File: src/hdl/affine_point_transform_macros.svh
// ============================================================================
// Assertion macros for the affine point transform
// Concurrent check wrappers that compile away when SYNTHESIS is defined.
// ============================================================================
`ifndef AFFINE_POINT_TRANSFORM_MACROS_SVH
`define AFFINE_POINT_TRANSFORM_MACROS_SVH

`ifndef SYNTHESIS
// Same-cycle implication, disabled while reset is asserted.
`define APT_ASSERT_NOW(lbl, clk, rst_n, ante, cons) \
    lbl: assert property (@(posedge clk) disable iff (!(rst_n)) (ante) |-> (cons)) \
        else $error("assertion failed: same-cycle check");
// Next-cycle implication, disabled while reset is asserted.
`define APT_ASSERT_NEXT(lbl, clk, rst_n, ante, cons) \
    lbl: assert property (@(posedge clk) disable iff (!(rst_n)) (ante) |=> (cons)) \
        else $error("assertion failed: next-cycle check");
`else
`define APT_ASSERT_NOW(lbl, clk, rst_n, ante, cons)
`define APT_ASSERT_NEXT(lbl, clk, rst_n, ante, cons)
`endif

`endif

File: src/hdl/apt_pkg.sv
// ============================================================================
// Affine point transform package
// Word types, action codes and widths shared by the transform pipeline.
// ============================================================================
package apt_pkg;

    localparam int DATA_W        = 32;
    localparam int FRAC_BITS_DEF = 16;
    localparam int COEF_N        = 12;
    localparam int AXES          = 3;
    localparam int HALF_W        = DATA_W / 2;
    localparam int HIGH_W        = DATA_W - HALF_W;
    localparam int PL_W          = DATA_W + HALF_W + 1;
    localparam int PH_W          = DATA_W + HIGH_W;
    localparam int PROD_W        = 2 * DATA_W;

    localparam logic [DATA_W-1:0] COORD_MAX = {1'b0, {(DATA_W-1){1'b1}}};
    localparam logic [DATA_W-1:0] COORD_MIN = {1'b1, {(DATA_W-1){1'b0}}};

    typedef enum logic [1:0] {
        ACT_LOAD_FWD  = 2'd0,
        ACT_LOAD_INV  = 2'd1,
        ACT_XFORM_FWD = 2'd2,
        ACT_XFORM_INV = 2'd3
    } t_action;

    typedef struct packed {
        t_action                   action;
        logic [1:0]                coef_row;
        logic [1:0]                coef_col;
        logic signed [DATA_W-1:0]  coef_value;
        logic signed [DATA_W-1:0]  point_x;
        logic signed [DATA_W-1:0]  point_y;
        logic signed [DATA_W-1:0]  point_z;
    } t_in_word;

    typedef struct packed {
        logic signed [DATA_W-1:0]  out_x;
        logic signed [DATA_W-1:0]  out_y;
        logic signed [DATA_W-1:0]  out_z;
        logic                      overflow;
    } t_out_word;

    typedef logic [COEF_N-1:0][DATA_W-1:0] t_coef_set;
    typedef logic [AXES-1:0][DATA_W-1:0]   t_point;

    typedef struct packed {
        t_point    pt;
        t_coef_set coefs;
    } t_s1_word;

    typedef struct packed {
        logic [AXES*AXES-1:0][PROD_W-1:0] prod;
        logic [AXES-1:0][DATA_W-1:0]      trans;
    } t_prod_word;

endpackage

File: src/hdl/apt_coef_store.sv
// ============================================================================
// Coefficient store
// Forward and inverse matrices, reset to identity, with a matrix select.
// ============================================================================
module apt_coef_store import apt_pkg::*; #(
    parameter int FRAC_BITS = FRAC_BITS_DEF
) (
    input  logic              i_clk,
    input  logic              i_rst_n,
    input  logic              i_load,
    input  logic              i_load_inv,
    input  logic [1:0]        i_row,
    input  logic [1:0]        i_col,
    input  logic [DATA_W-1:0] i_value,
    input  logic              i_sel_inv,
    output t_coef_set         o_coefs
);

    // One in fixed point; shifts out to zero when it does not fit the word.
    localparam logic [DATA_W-1:0] IDENT = {{(DATA_W-1){1'b0}}, 1'b1} << FRAC_BITS;

    t_coef_set r_fwd;
    t_coef_set r_inv;

    always_ff @(posedge i_clk) begin
        if (!i_rst_n) begin
            for (int i = 0; i < COEF_N; i++) begin
                r_fwd[i] <= (i % 4 == 0) ? IDENT : '0;
                r_inv[i] <= (i % 4 == 0) ? IDENT : '0;
            end
        end else if (i_load) begin
            // A column of three matches no entry, so such a load is dropped.
            for (int i = 0; i < COEF_N; i++) begin
                if (i_row == 2'(i / 3) && i_col == 2'(i % 3)) begin
                    if (i_load_inv) begin
                        r_inv[i] <= i_value;
                    end else begin
                        r_fwd[i] <= i_value;
                    end
                end
            end
        end
    end

    assign o_coefs = i_sel_inv ? r_inv : r_fwd;

endmodule

File: config.mk
export PLATFORM = sky130hd
export DESIGN_NAME = apt_coef_store
export DESIGN_NICKNAME = d
export VERILOG_FILES = /design/src/hdl/affine_point_transform_macros.svh /design/src/hdl/apt_pkg.sv /design/src/hdl/apt_coef_store.sv
export SDC_FILE = /design/constraint.sdc
export NUM_CORES = 2
export LEC_CHECK = 0
export BUFFER_PORTS_ARGS = -buffer_cell sky130_fd_sc_hd__buf_2
export CORE_UTILIZATION = 30
export DETAILED_ROUTE_END_ITERATION = 7
export GPL_ROUTABILITY_DRIVEN = 0
export MAX_ROUTING_LAYER = met4
export SYNTH_ARGS = -nofsm -noshare
export SYNTH_HDL_FRONTEND = slang
export SYNTH_SLANG_ARGS = --single-unit
File: constraint.sdc
create_clock -name i_clk -period 4 [get_ports i_clk]
set_input_delay 0.8 -clock i_clk [delete_from_list [all_inputs] [get_ports i_clk]]
set_output_delay 0.8 -clock i_clk [all_outputs]
set_load 0.01 [all_outputs]
==> results by group <==
Routing
  – Routed via count: 22500
  – Starting DRT DRC Count: 1064
  – Pre-antenna DRT Iters: 5
  – DRC: 0
  – DR WL/cell: 20.0 um
  – Vias per std cell: 4.67
  – Antenna viol nets, final: 0
  – WL final: 96.3 mm

Place
  – IO Port Bufs: 424
  – Placed Cells: 4653
  – Placed cell areas: 35400 um^2
  – HPWL Detailed: 61.8 mm

Setup path
  – Worst setup path endpoint: o_coefs[49]
  – Type of the worst setup path: in -> out
  – Crit path DAT: 2.31 ns
  – CP Max Fanout: 79
  – CP startpoint kind: primary input
  – Worst Setup End Kind: output port
  – Reg2Reg Launch Point: r_fwd[175]
  – FF-to-FF setup slack: 3.29 ns
  – Data required time of the worst path: 3.20 ns
  – Critical R2R Capture: r_fwd[175]
  – Critical path origin: i_sel_inv
  – R2R cell count: 2

Hold path
  – Type of the most critical hold path: reg -> reg

Clocking
  – CTS tree: done
  – Post-CTS setup buffer count: 0
  – Worst skew pair latency: 0.64 ns
  – CTS sink cnt: 768
  – Clock root cell: clkbuf_16
  – CTS H-tree depth: 3
  – Hold buffer count at cts: 0
  – PostCTS Resize Cnt: 0
  – CTS Buf Count: 87
  – Clock slew at reported path FFs: 0.06 ns
  – Clock Tree Buf Depth: 3

Final layout
  – Fin cells: 4817
  – Leading cell type in the layout, fill and taps excluded: nand2_1
  – Final Cell Area: 38400 um^2
  – Commonest cells after routing, fill and taps aside: nand2_1 (791), mux2i_1 (768), dfxtp_1 (768), buf_2 (422), mux2_2 (384)
  – Share of layout cells above drive strength 1: 0.311
  – P&R area growth vs syn: 20.5%
  – Layout net count: 3392

Die
  – Die height: 328 um
  – FP Rows: 119
  – Starting Density: 0.303
  – Die ar.: 108000 um^2
  – Boundary pin count: 425
  – Die width: 328 um
  – Total core area: 105000 um^2

Global route
  – Initial antenna violation count: 4
  – Vias in the first global route: 22600
  – Largest net degree at the start of global routing: 143
  – GRT Overall Usage: 0.180
  – Overflow after GRT: 0
  – First-pass GRT wire length: 143 mm

STA
  – Hold slack: 0.453 ns
  – Final Max Tran Viols: 0
  – Post-layout min period: 3.11 ns
  – Final hold viol count: 0
  – Final Setup Violations: 0
  – Setup tns final: 0 ns
  – Clk_skew: 0 ns
  – Max transition margin: 0.440
  – RSZ-0062 raised after global routing: no
  – FMAX: 322 MHz
  – Fin crit share: 0.777
  – Worst-Margin Slew: 0.837 ns

Yosys
  – Unique masters post-synth: 16
  – Yosys Warn Count: 0
  – Cell Area, Synth: 31900 um^2
  – Mapped Cells: 3034
  – Syn Nets: 3075
  – #FFs+latches synth: 768
  – Mean Syn Cell Area: 10.5 um^2
  – Post-synthesis sequential area ratio: 0.482

Power
  – Flop pwr share: 0.461
  – Pleak: 18.3 nW
  – Worst VDD drop: 428 uV
  – Pwr Density: 437 nW/um^2
  – Power, Total: 16.8 mW
  – P_sw: 3.87 mW
  – Comb power frac: 0.047
  – Clock group share of total power: 0.492
  – Switch share: 0.231
  – Int Power: 12.9 mW

Job
  – Max_cap viols: 0

Outcome
  – Status: complete, no violations
[cells by family (layout without fill, tap and decap cells)]
| family | Yosys count | count (layout) | synth area share |
|---|---|---|---|
| buffers and inverters | 277 | 665 | 0.0391 |
| DFF | 768 | 768 | 0.482 |
| other | 0 | 4 | 0 |
| muxes | 1152 | 1152 | 0.377 |
| and+or+nand+nor | 837 | 837 | 0.101 |
[worst min path at each step]
stage / from / end / slack [ns] / cells past startpoint
after floorplan: r_inv[128] / r_inv[128] / 0.43 / 2
after global placement: r_inv[301] / r_inv[301] / 0.44 / 2
after detailed placement: r_inv[233] / r_inv[233] / 0.44 / 2
after CTS: r_inv[348] / r_inv[348] / 0.45 / 2
after global routing: r_inv[335] / r_inv[335] / 0.46 / 2
final: r_inv[286] / r_inv[286] / 0.45 / 2
[metal layers]
layer / part of all wire / wire length (um) / GRT usage / vias up
met3: 0.045 / 4310 / 0.0354 / 136
met5: 0 / 0 / - / -
met2: 0.48 / 46500 / 0.297 / 429
li1: - / - / - / 10800
met4: 0.023 / 2230 / 0.0486 / 0
met1: 0.45 / 43300 / 0.222 / 11100
[critical path, stage by stage]
cell and delay, ns:
buf_8 0.32, buf_12 0.39, mux2_2 0.45, buf_2 0.16
[stage by stage]
stage	utilization	setup WS, ns
global route	0.365	0.884
floorplan	-	1.32
global placement	0.337	0.925
detailed placement	0.337	0.936
CTS	0.365	0.935
finish	0.365	0.894
[cell usage after synthesis]
library cell,count,share of area
and3_1,3,0.00059
and4bb_2,3,0.0012
buf_1,2,0.00024
buf_2,112,0.018
buf_4,18,0.0042
clkbuf_1,145,0.017
dfxtp_1,768,0.48
mux2_2,384,0.14
mux2i_1,768,0.24
nand2_1,807,0.095
nand2b_1,2,0.00039
nand4b_1,2,0.00055
nor2_1,7,0.00082
nor2b_1,10,0.0020
nor4b_2,1,0.00047
or3_1,2,0.00039
[power by group through the flow]
stage          clock network (mW)  registers (mW)  logic [mW]
2_1_floorplan                   0            7.89       0.495
3_3_place_gp                    0            7.90       0.802
3_5_place_dp                    0            7.90       0.805
4_1_cts                      8.48            7.74       0.807
5_1_grt                      8.79            7.74       0.843
6_report                     8.25            7.74       0.783
[state kept, by name (all words and copies together) (netlist names)]
| signal | count |
|---|---|
| r_inv | 384 |
| r_fwd | 384 |
[layout make-up]
cell class	instances	area, um^2
diodes	4	10.0
clock buffers	130	2630
clock inverters	30	334
fillers	10400	66900
multi-input cells	1989	15300
flip-flops and latches	768	15400
well taps	1391	1740
repair buffers	505	2980
Power figures use the tool's default switching activity.
