<file path="src/hdl/affine_point_transform_macros.svh">
// ============================================================================
// Assertion macros for the affine point transform
// Concurrent check wrappers that compile away when SYNTHESIS is defined.
// ============================================================================
`ifndef AFFINE_POINT_TRANSFORM_MACROS_SVH
`define AFFINE_POINT_TRANSFORM_MACROS_SVH

`ifndef SYNTHESIS
// Same-cycle implication, disabled while reset is asserted.
`define APT_ASSERT_NOW(lbl, clk, rst_n, ante, cons) \
    lbl: assert property (@(posedge clk) disable iff (!(rst_n)) (ante) |-> (cons)) \
        else $error("assertion failed: same-cycle check");
// Next-cycle implication, disabled while reset is asserted.
`define APT_ASSERT_NEXT(lbl, clk, rst_n, ante, cons) \
    lbl: assert property (@(posedge clk) disable iff (!(rst_n)) (ante) |=> (cons)) \
        else $error("assertion failed: next-cycle check");
`else
`define APT_ASSERT_NOW(lbl, clk, rst_n, ante, cons)
`define APT_ASSERT_NEXT(lbl, clk, rst_n, ante, cons)
`endif

`endif

</file>
<file path="src/hdl/apt_pkg.sv">
// ============================================================================
// Affine point transform package
// Word types, action codes and widths shared by the transform pipeline.
// ============================================================================
package apt_pkg;

    localparam int DATA_W        = 32;
    localparam int FRAC_BITS_DEF = 16;
    localparam int COEF_N        = 12;
    localparam int AXES          = 3;
    localparam int HALF_W        = DATA_W / 2;
    localparam int HIGH_W        = DATA_W - HALF_W;
    localparam int PL_W          = DATA_W + HALF_W + 1;
    localparam int PH_W          = DATA_W + HIGH_W;
    localparam int PROD_W        = 2 * DATA_W;

    localparam logic [DATA_W-1:0] COORD_MAX = {1'b0, {(DATA_W-1){1'b1}}};
    localparam logic [DATA_W-1:0] COORD_MIN = {1'b1, {(DATA_W-1){1'b0}}};

    typedef enum logic [1:0] {
        ACT_LOAD_FWD  = 2'd0,
        ACT_LOAD_INV  = 2'd1,
        ACT_XFORM_FWD = 2'd2,
        ACT_XFORM_INV = 2'd3
    } t_action;

    typedef struct packed {
        t_action                   action;
        logic [1:0]                coef_row;
        logic [1:0]                coef_col;
        logic signed [DATA_W-1:0]  coef_value;
        logic signed [DATA_W-1:0]  point_x;
        logic signed [DATA_W-1:0]  point_y;
        logic signed [DATA_W-1:0]  point_z;
    } t_in_word;

    typedef struct packed {
        logic signed [DATA_W-1:0]  out_x;
        logic signed [DATA_W-1:0]  out_y;
        logic signed [DATA_W-1:0]  out_z;
        logic                      overflow;
    } t_out_word;

    typedef logic [COEF_N-1:0][DATA_W-1:0] t_coef_set;
    typedef logic [AXES-1:0][DATA_W-1:0]   t_point;

    typedef struct packed {
        t_point    pt;
        t_coef_set coefs;
    } t_s1_word;

    typedef struct packed {
        logic [AXES*AXES-1:0][PROD_W-1:0] prod;
        logic [AXES-1:0][DATA_W-1:0]      trans;
    } t_prod_word;

endpackage

</file>
<file path="src/hdl/apt_accum.sv">
// ============================================================================
// Accumulate and saturate stages
// Pairwise sums, final sum, then shift and clip into the output word.
// ============================================================================
module apt_accum import apt_pkg::*; #(
    parameter int FRAC_BITS = FRAC_BITS_DEF
) (
    input  logic       i_clk,
    input  logic       i_rst_n,
    input  logic       i_valid,
    output logic       o_ready,
    input  t_prod_word i_word,
    output logic       o_valid,
    input  logic       i_stall,
    output t_out_word  o_word
);

    localparam int WIDE_W = (PROD_W > DATA_W + FRAC_BITS) ? PROD_W : DATA_W + FRAC_BITS;
    localparam int SUM_W  = WIDE_W + 2;

    logic                    r_v4;
    logic signed [SUM_W-1:0] r_pa [AXES];
    logic signed [SUM_W-1:0] r_pb [AXES];
    logic signed [SUM_W-1:0] n_pa [AXES];
    logic signed [SUM_W-1:0] n_pb [AXES];

    logic                    r_v5;
    logic signed [SUM_W-1:0] r_sum [AXES];

    logic                    r_out_v;
    t_out_word               r_out;
    logic [DATA_W-1:0]       n_coord [AXES];
    logic                    n_ovf;

    logic en4;
    logic en5;
    logic en_out;

    assign en_out  = !r_out_v || !i_stall;
    assign en5     = !r_v5 || en_out;
    assign en4     = !r_v4 || en5;
    assign o_ready = en4;

    // Rows 0 and 1 in one adder, row 2 plus the aligned translation in the other.
    always_comb begin
        for (int c = 0; c < AXES; c++) begin
            n_pa[c] = SUM_W'($signed(i_word.prod[c])) + SUM_W'($signed(i_word.prod[3 + c]));
            n_pb[c] = SUM_W'($signed(i_word.prod[6 + c]))
                    + (SUM_W'($signed(i_word.trans[c])) <<< FRAC_BITS);
        end
    end

    // The arithmetic shift floors; a value fits when its upper bits are all one sign.
    always_comb begin
        logic signed [SUM_W-1:0]    sh;
        logic [SUM_W-DATA_W:0]      top;
        n_ovf = 1'b0;
        for (int c = 0; c < AXES; c++) begin
            sh  = r_sum[c] >>> FRAC_BITS;
            top = sh[SUM_W-1:DATA_W-1];
            if ((&top) || !(|top)) begin
                n_coord[c] = sh[DATA_W-1:0];
            end else begin
                n_coord[c] = sh[SUM_W-1] ? COORD_MIN : COORD_MAX;
                n_ovf      = 1'b1;
            end
        end
    end

    always_ff @(posedge i_clk) begin
        if (!i_rst_n) begin
            r_v4    <= 1'b0;
            r_v5    <= 1'b0;
            r_out_v <= 1'b0;
        end else begin
            if (en4) begin
                r_v4 <= i_valid;
            end
            if (en5) begin
                r_v5 <= r_v4;
            end
            if (en_out) begin
                r_out_v <= r_v5;
            end
        end
    end

    always_ff @(posedge i_clk) begin
        if (en4 && i_valid) begin
            r_pa <= n_pa;
            r_pb <= n_pb;
        end
        if (en5 && r_v4) begin
            for (int c = 0; c < AXES; c++) begin
                r_sum[c] <= r_pa[c] + r_pb[c];
            end
        end
        if (en_out && r_v5) begin
            r_out.out_x    <= n_coord[0];
            r_out.out_y    <= n_coord[1];
            r_out.out_z    <= n_coord[2];
            r_out.overflow <= n_ovf;
        end
    end

    assign o_valid = r_out_v;
    assign o_word  = r_out;

endmodule

</file>
<file path="config.mk">
export PLATFORM = sky130hd
export DESIGN_NAME = apt_accum
export DESIGN_NICKNAME = d
export VERILOG_FILES = /design/src/hdl/affine_point_transform_macros.svh /design/src/hdl/apt_pkg.sv /design/src/hdl/apt_accum.sv
export SDC_FILE = /design/constraint.sdc
export NUM_CORES = 2
export LEC_CHECK = 0
export BUFFER_PORTS_ARGS = -buffer_cell sky130_fd_sc_hd__buf_2
export CAP_MARGIN = 15
export CELL_PAD_IN_SITES_DETAIL_PLACEMENT = 0
export CELL_PAD_IN_SITES_GLOBAL_PLACEMENT = 2
export CORE_AREA = 2 2 368 370
export DETAILED_ROUTE_END_ITERATION = 12
export DIE_AREA = 0 0 370 372
export PLACE_DENSITY = 0.87
export SYNTH_ARGS = -nofsm -noshare
export SYNTH_HDL_FRONTEND = slang
export SYNTH_SLANG_ARGS = --single-unit
</file>
<file path="constraint.sdc">
create_clock -name i_clk -period 13.9 [get_ports i_clk]
set_input_delay 2.085 -clock i_clk [delete_from_list [all_inputs] [get_ports i_clk]]
set_output_delay 2.085 -clock i_clk [all_outputs]
set_load 0.01 [all_outputs]
</file>
==> flow_results.org <==
** CTS
- CTS sink count :: 640
- TritonCTS Buffers :: 76
- Max clock buf depth :: 3
- TritonCTS built the clock tree.
- Clock-pin slew on the worst setup and hold paths :: 0.06 ns
- After clock tree synthesis, the repair step resized 0 gates.
- CTS placed an instance of clkbuf_16 at the clock tree root.
- The later pin in the worst-skew pair is clocked with a latency of roughly 0.66 ns.
- Quantity of hold-fixing buffers added after cts :: 0
- The H-tree generated during clock tree synthesis spans 3 levels.
- Once the clock tree was built, the setup fixing pass inserted 0 buffers.

** GRT
- Total overflow reported by the global router :: 0
- Aggregate global-route resource usage :: between 20% and 30%
- Initial antenna violation count :: 76
- Global-route wire length before repair :: 249000 um
- Entering global routing, the biggest net connects 80 pins.
- The number of global-route vias before repair came to roughly 41000.

** Timing
- Static timing analysis puts the maximum clock frequency at between 0.15 and 0.2 GHz.
- Final setup skew :: between 0.03 and 0.04 ns
- Setup repair after global routing left no endpoint under its margin.
- Setup violations remaining at the end of the flow were counted as 0.
- Aggregate negative setup slack :: 0 ns
- At the pin with the least slew margin, the transition time is slightly below 1 ns.
- Final Hold Violating Endpoints :: 0
- Fin worst setup slack :: approximately 8.8 ns
- Period utilization :: between 30 and 40%
- After layout, the minimum clock period comes to 5.12 ns.
- Final count of pins violating max slew :: 0
- Measured against its own limit, the worst slew margin works out to ~34%.

** Worst setup path
- The critical path is of the in2reg type.
- Critical path, cell by cell :: buf_2, ha_1, fa_1, a21o_1, a221oi_2, a2111oi_2, o31ai_2, a2111oi_2, nor3_2, o211ai_1, a221oi_2, o21ai_2, xnor2_1
- The endpoint identified for the worst register-to-register timing path is r_sum[0][62].
- The worst register-to-register path has a setup slack of between 9 and 10 ns.
- Type of origin of the critical path :: input port
- Worst path arrival time :: around 5.5 ns
- Of all nets on the critical path, the largest fanout is 3.
- Highest-delay cell along the critical path :: o31ai_2
- Measured in cells, the most critical reg-to-reg path has a length of 9.
- R2R Path Start :: r_pb[173]
- Endpoint class of the critical path :: register
- For this run, the slowest stage of the critical path takes 0.44 ns.
- Required time worst endpoint :: 14.30 ns

** Route
- Via density per instance :: between 5 and 6
- The count of nets left with antenna violations once routing finished came out at 0.
- The routed layout has about 42000 vias.
- Wirelength per Cell :: 22.3 um
- The pre-antenna-repair detailed-routing pass consisted of 6 iterations.
- The final layout contains routed wiring with a total length of roughly 170000 um.
- Detailed router's first-iteration violation count :: ~2700
- DRC viols :: 0

** Final layout
- In the final design database the tool counted 6899 nets.
- In the final layout, the share of cells above drive strength 1 is approximately 17%.
- Relative to the synthesized area, the layout overhead comes to 16.6%.

** Floorplanning
- The die is 370 um wide.
- Die Area :: around 0.14 mm2
- In this run the vertical extent of the chip is between 300 and 400 um.
- Pin placement for this block handled between 700 and 800 I/O pins.
- In this run the core area contains approximately 140 standard-cell rows.
- After floorplanning, the core was sized to cover 0.134 mm2.
- Starting density of the core :: a little over a third

** Min path
- The worst hold path terminates at o_word[4].
- Class of the tightest hold or removal check :: reg2reg
- Hold path startpoint :: r_sum[0][151]
- Along the worst hold path, the cell count comes to 1.

** Run status
- The flow ran to the end, and the final reports show no timing, DRC or antenna violations.

** Synthesis
- The top cell type by area accounts for 39.0% of the synthesized area.
- During synthesis, Yosys emitted a total of 0 warnings.
- By count the netlist is led by edfxtp_1 (637), a21oi_1 (565), ha_1 (528).
- Number of synthesized flops with an enable pin :: 637
- Most area-hungry cell type in the Yosys netlist :: edfxtp_1
- Post-synthesis sequential area ratio :: about two fifths
- Number of cells produced by synthesis :: between 5000 and 6000
- Yosys attributes the largest share of cell area to edfxtp_1 (39%), ha_1 (13%), a21o_1 (6.3%).
- In this run, synthesis produced a sequential element count of 640.
- In the synthesized netlist the async set-or-reset flop fraction comes to 0%.
- Post-synthesis average cell area :: 9.81 um2
- Number of different library cells in the post-synthesis netlist :: 94
- Cell with the most instances after synthesis :: edfxtp_1
- The number of nets handed over by synthesis was just over 6000.
- The most used flip-flop cell after synthesis is edfxtp_1.
- Netlist Area Pre-Place :: 0.0490 mm2

** Place
- Timing analysis after detailed placement gives a worst setup slack of between 7 and 8 ns.
- IO Port Bufs :: between 700 and 800
- Detailed placement finished with a half-perimeter wire length of about 140000 um.
- Routability congestion estimate from global placement :: 0.949

** Job
- Maximum Capacitance Violations :: 0

** Pwr
- Areal power density over the cells :: ~130 mW/mm2
- Worst IR drop on VDD :: 75.8 uV
- Leak Pwr :: ~25 nW
## flip-flops by register name, summed over array words and instances, names as in the netlist
register / count
o_valid: 1
r_v4: 1
o_word: 97
r_sum: 150
r_v5: 1
r_pb: 195
r_pa: 195
## worst max-delay path, delay by kind of cell
family / cells / cell delay, ns
buffers and inverters: 1 / 0.10
and+or+nand+nor: 1 / 0.44
adders and majority gates: 2 / 0.63
xor gates and xnor gates: 1 / 0.13
AOI/OAI and AO/OA: 8 / 2.14
## worst max-delay path by stage
stage	to	cells after the start	slack [ns]	startpoint
global placement	r_pa[192]	13	8.02	i_word[96]
floorplan	r_pa[0]	3	1.80	i_stall
global route	r_pa[58]	13	8.57	i_word[224]
finish	r_pa[192]	13	8.78	i_word[96]
CTS	r_pb[129]	12	8.67	i_word[34]
detailed placement	r_pb[129]	12	7.97	i_word[34]
## metal layers
metal  global-route usage (%)  wire length, um  vias to the layer above  share of wire [%]
met5                        0              364                        -               0.22
met4                     7.47             5340                       60                3.2
met3                     5.15            12200                      296                7.3
met2                     41.5            81700                     1247                 48
met1                     28.8            69100                    19900                 41
li1                         -                -                    20500                  -
## metrics by stage
stage	instance area (um2)	util (%)	hold WS, ns	cells	total power [mW]
finish	57200	42.6	0.506	7554	7.53
floorplan	49000	-	0.466	5002	4.72
detailed placement	54600	40.7	0.502	7391	5.52
global placement	54600	40.7	0.489	7391	5.51
global route	57100	42.6	0.525	7533	7.97
CTS	57100	42.5	0.510	7526	7.57
## power breakdown
part,switching (mW),internal (mW)
Sequential,0.130,2.59
Clock,0.828,1.19
Combinational,1.67,1.13
Total,2.63,4.90
## cells in the final DEF (no fill, tap or decap), types with 45 or more instances in the layout
master and count:
buf_2 774, edfxtp_1 637, a21oi_1 565, ha_1 528, a21o_1 412, nand2_1 349, xnor2_1 283, o21ai_0 277
nor2_1 274, xor2_1 160, nand4_1 143, inv_1 129, nand3_1 105, nor3_1 98, o21bai_1 83, clkbuf_16 77
o21a_1 55, a31oi_1 55, and3_1 53, nor2b_1 48, a211oi_1 46, nand2b_1 45
## layout make-up
type | instances | area [um2]
repair buffers | 795 | 4030
fillers | 13200 | 77100
inverters | 129 | 484
flip-flops and latches | 640 | 19200
multi-input cells | 4047 | 28700
well taps | 1781 | 2230
diodes | 27 | 67.6
clock inverters | 46 | 514
clock buffers | 89 | 1970
## logic make-up after synthesis
logic type | count (synthesis) | synth area share [%]
AOI/OAI and AO/OA | 1798 | 24.0
and+or+nand+nor | 1263 | 12.6
DFF | 640 | 39.1
adders and majority gates | 534 | 13.7
xor gates and xnor gates | 443 | 7.91
buffers and inverters | 315 | 2.44
muxes | 9 | 0.194
(Power assumes the default switching activity.)
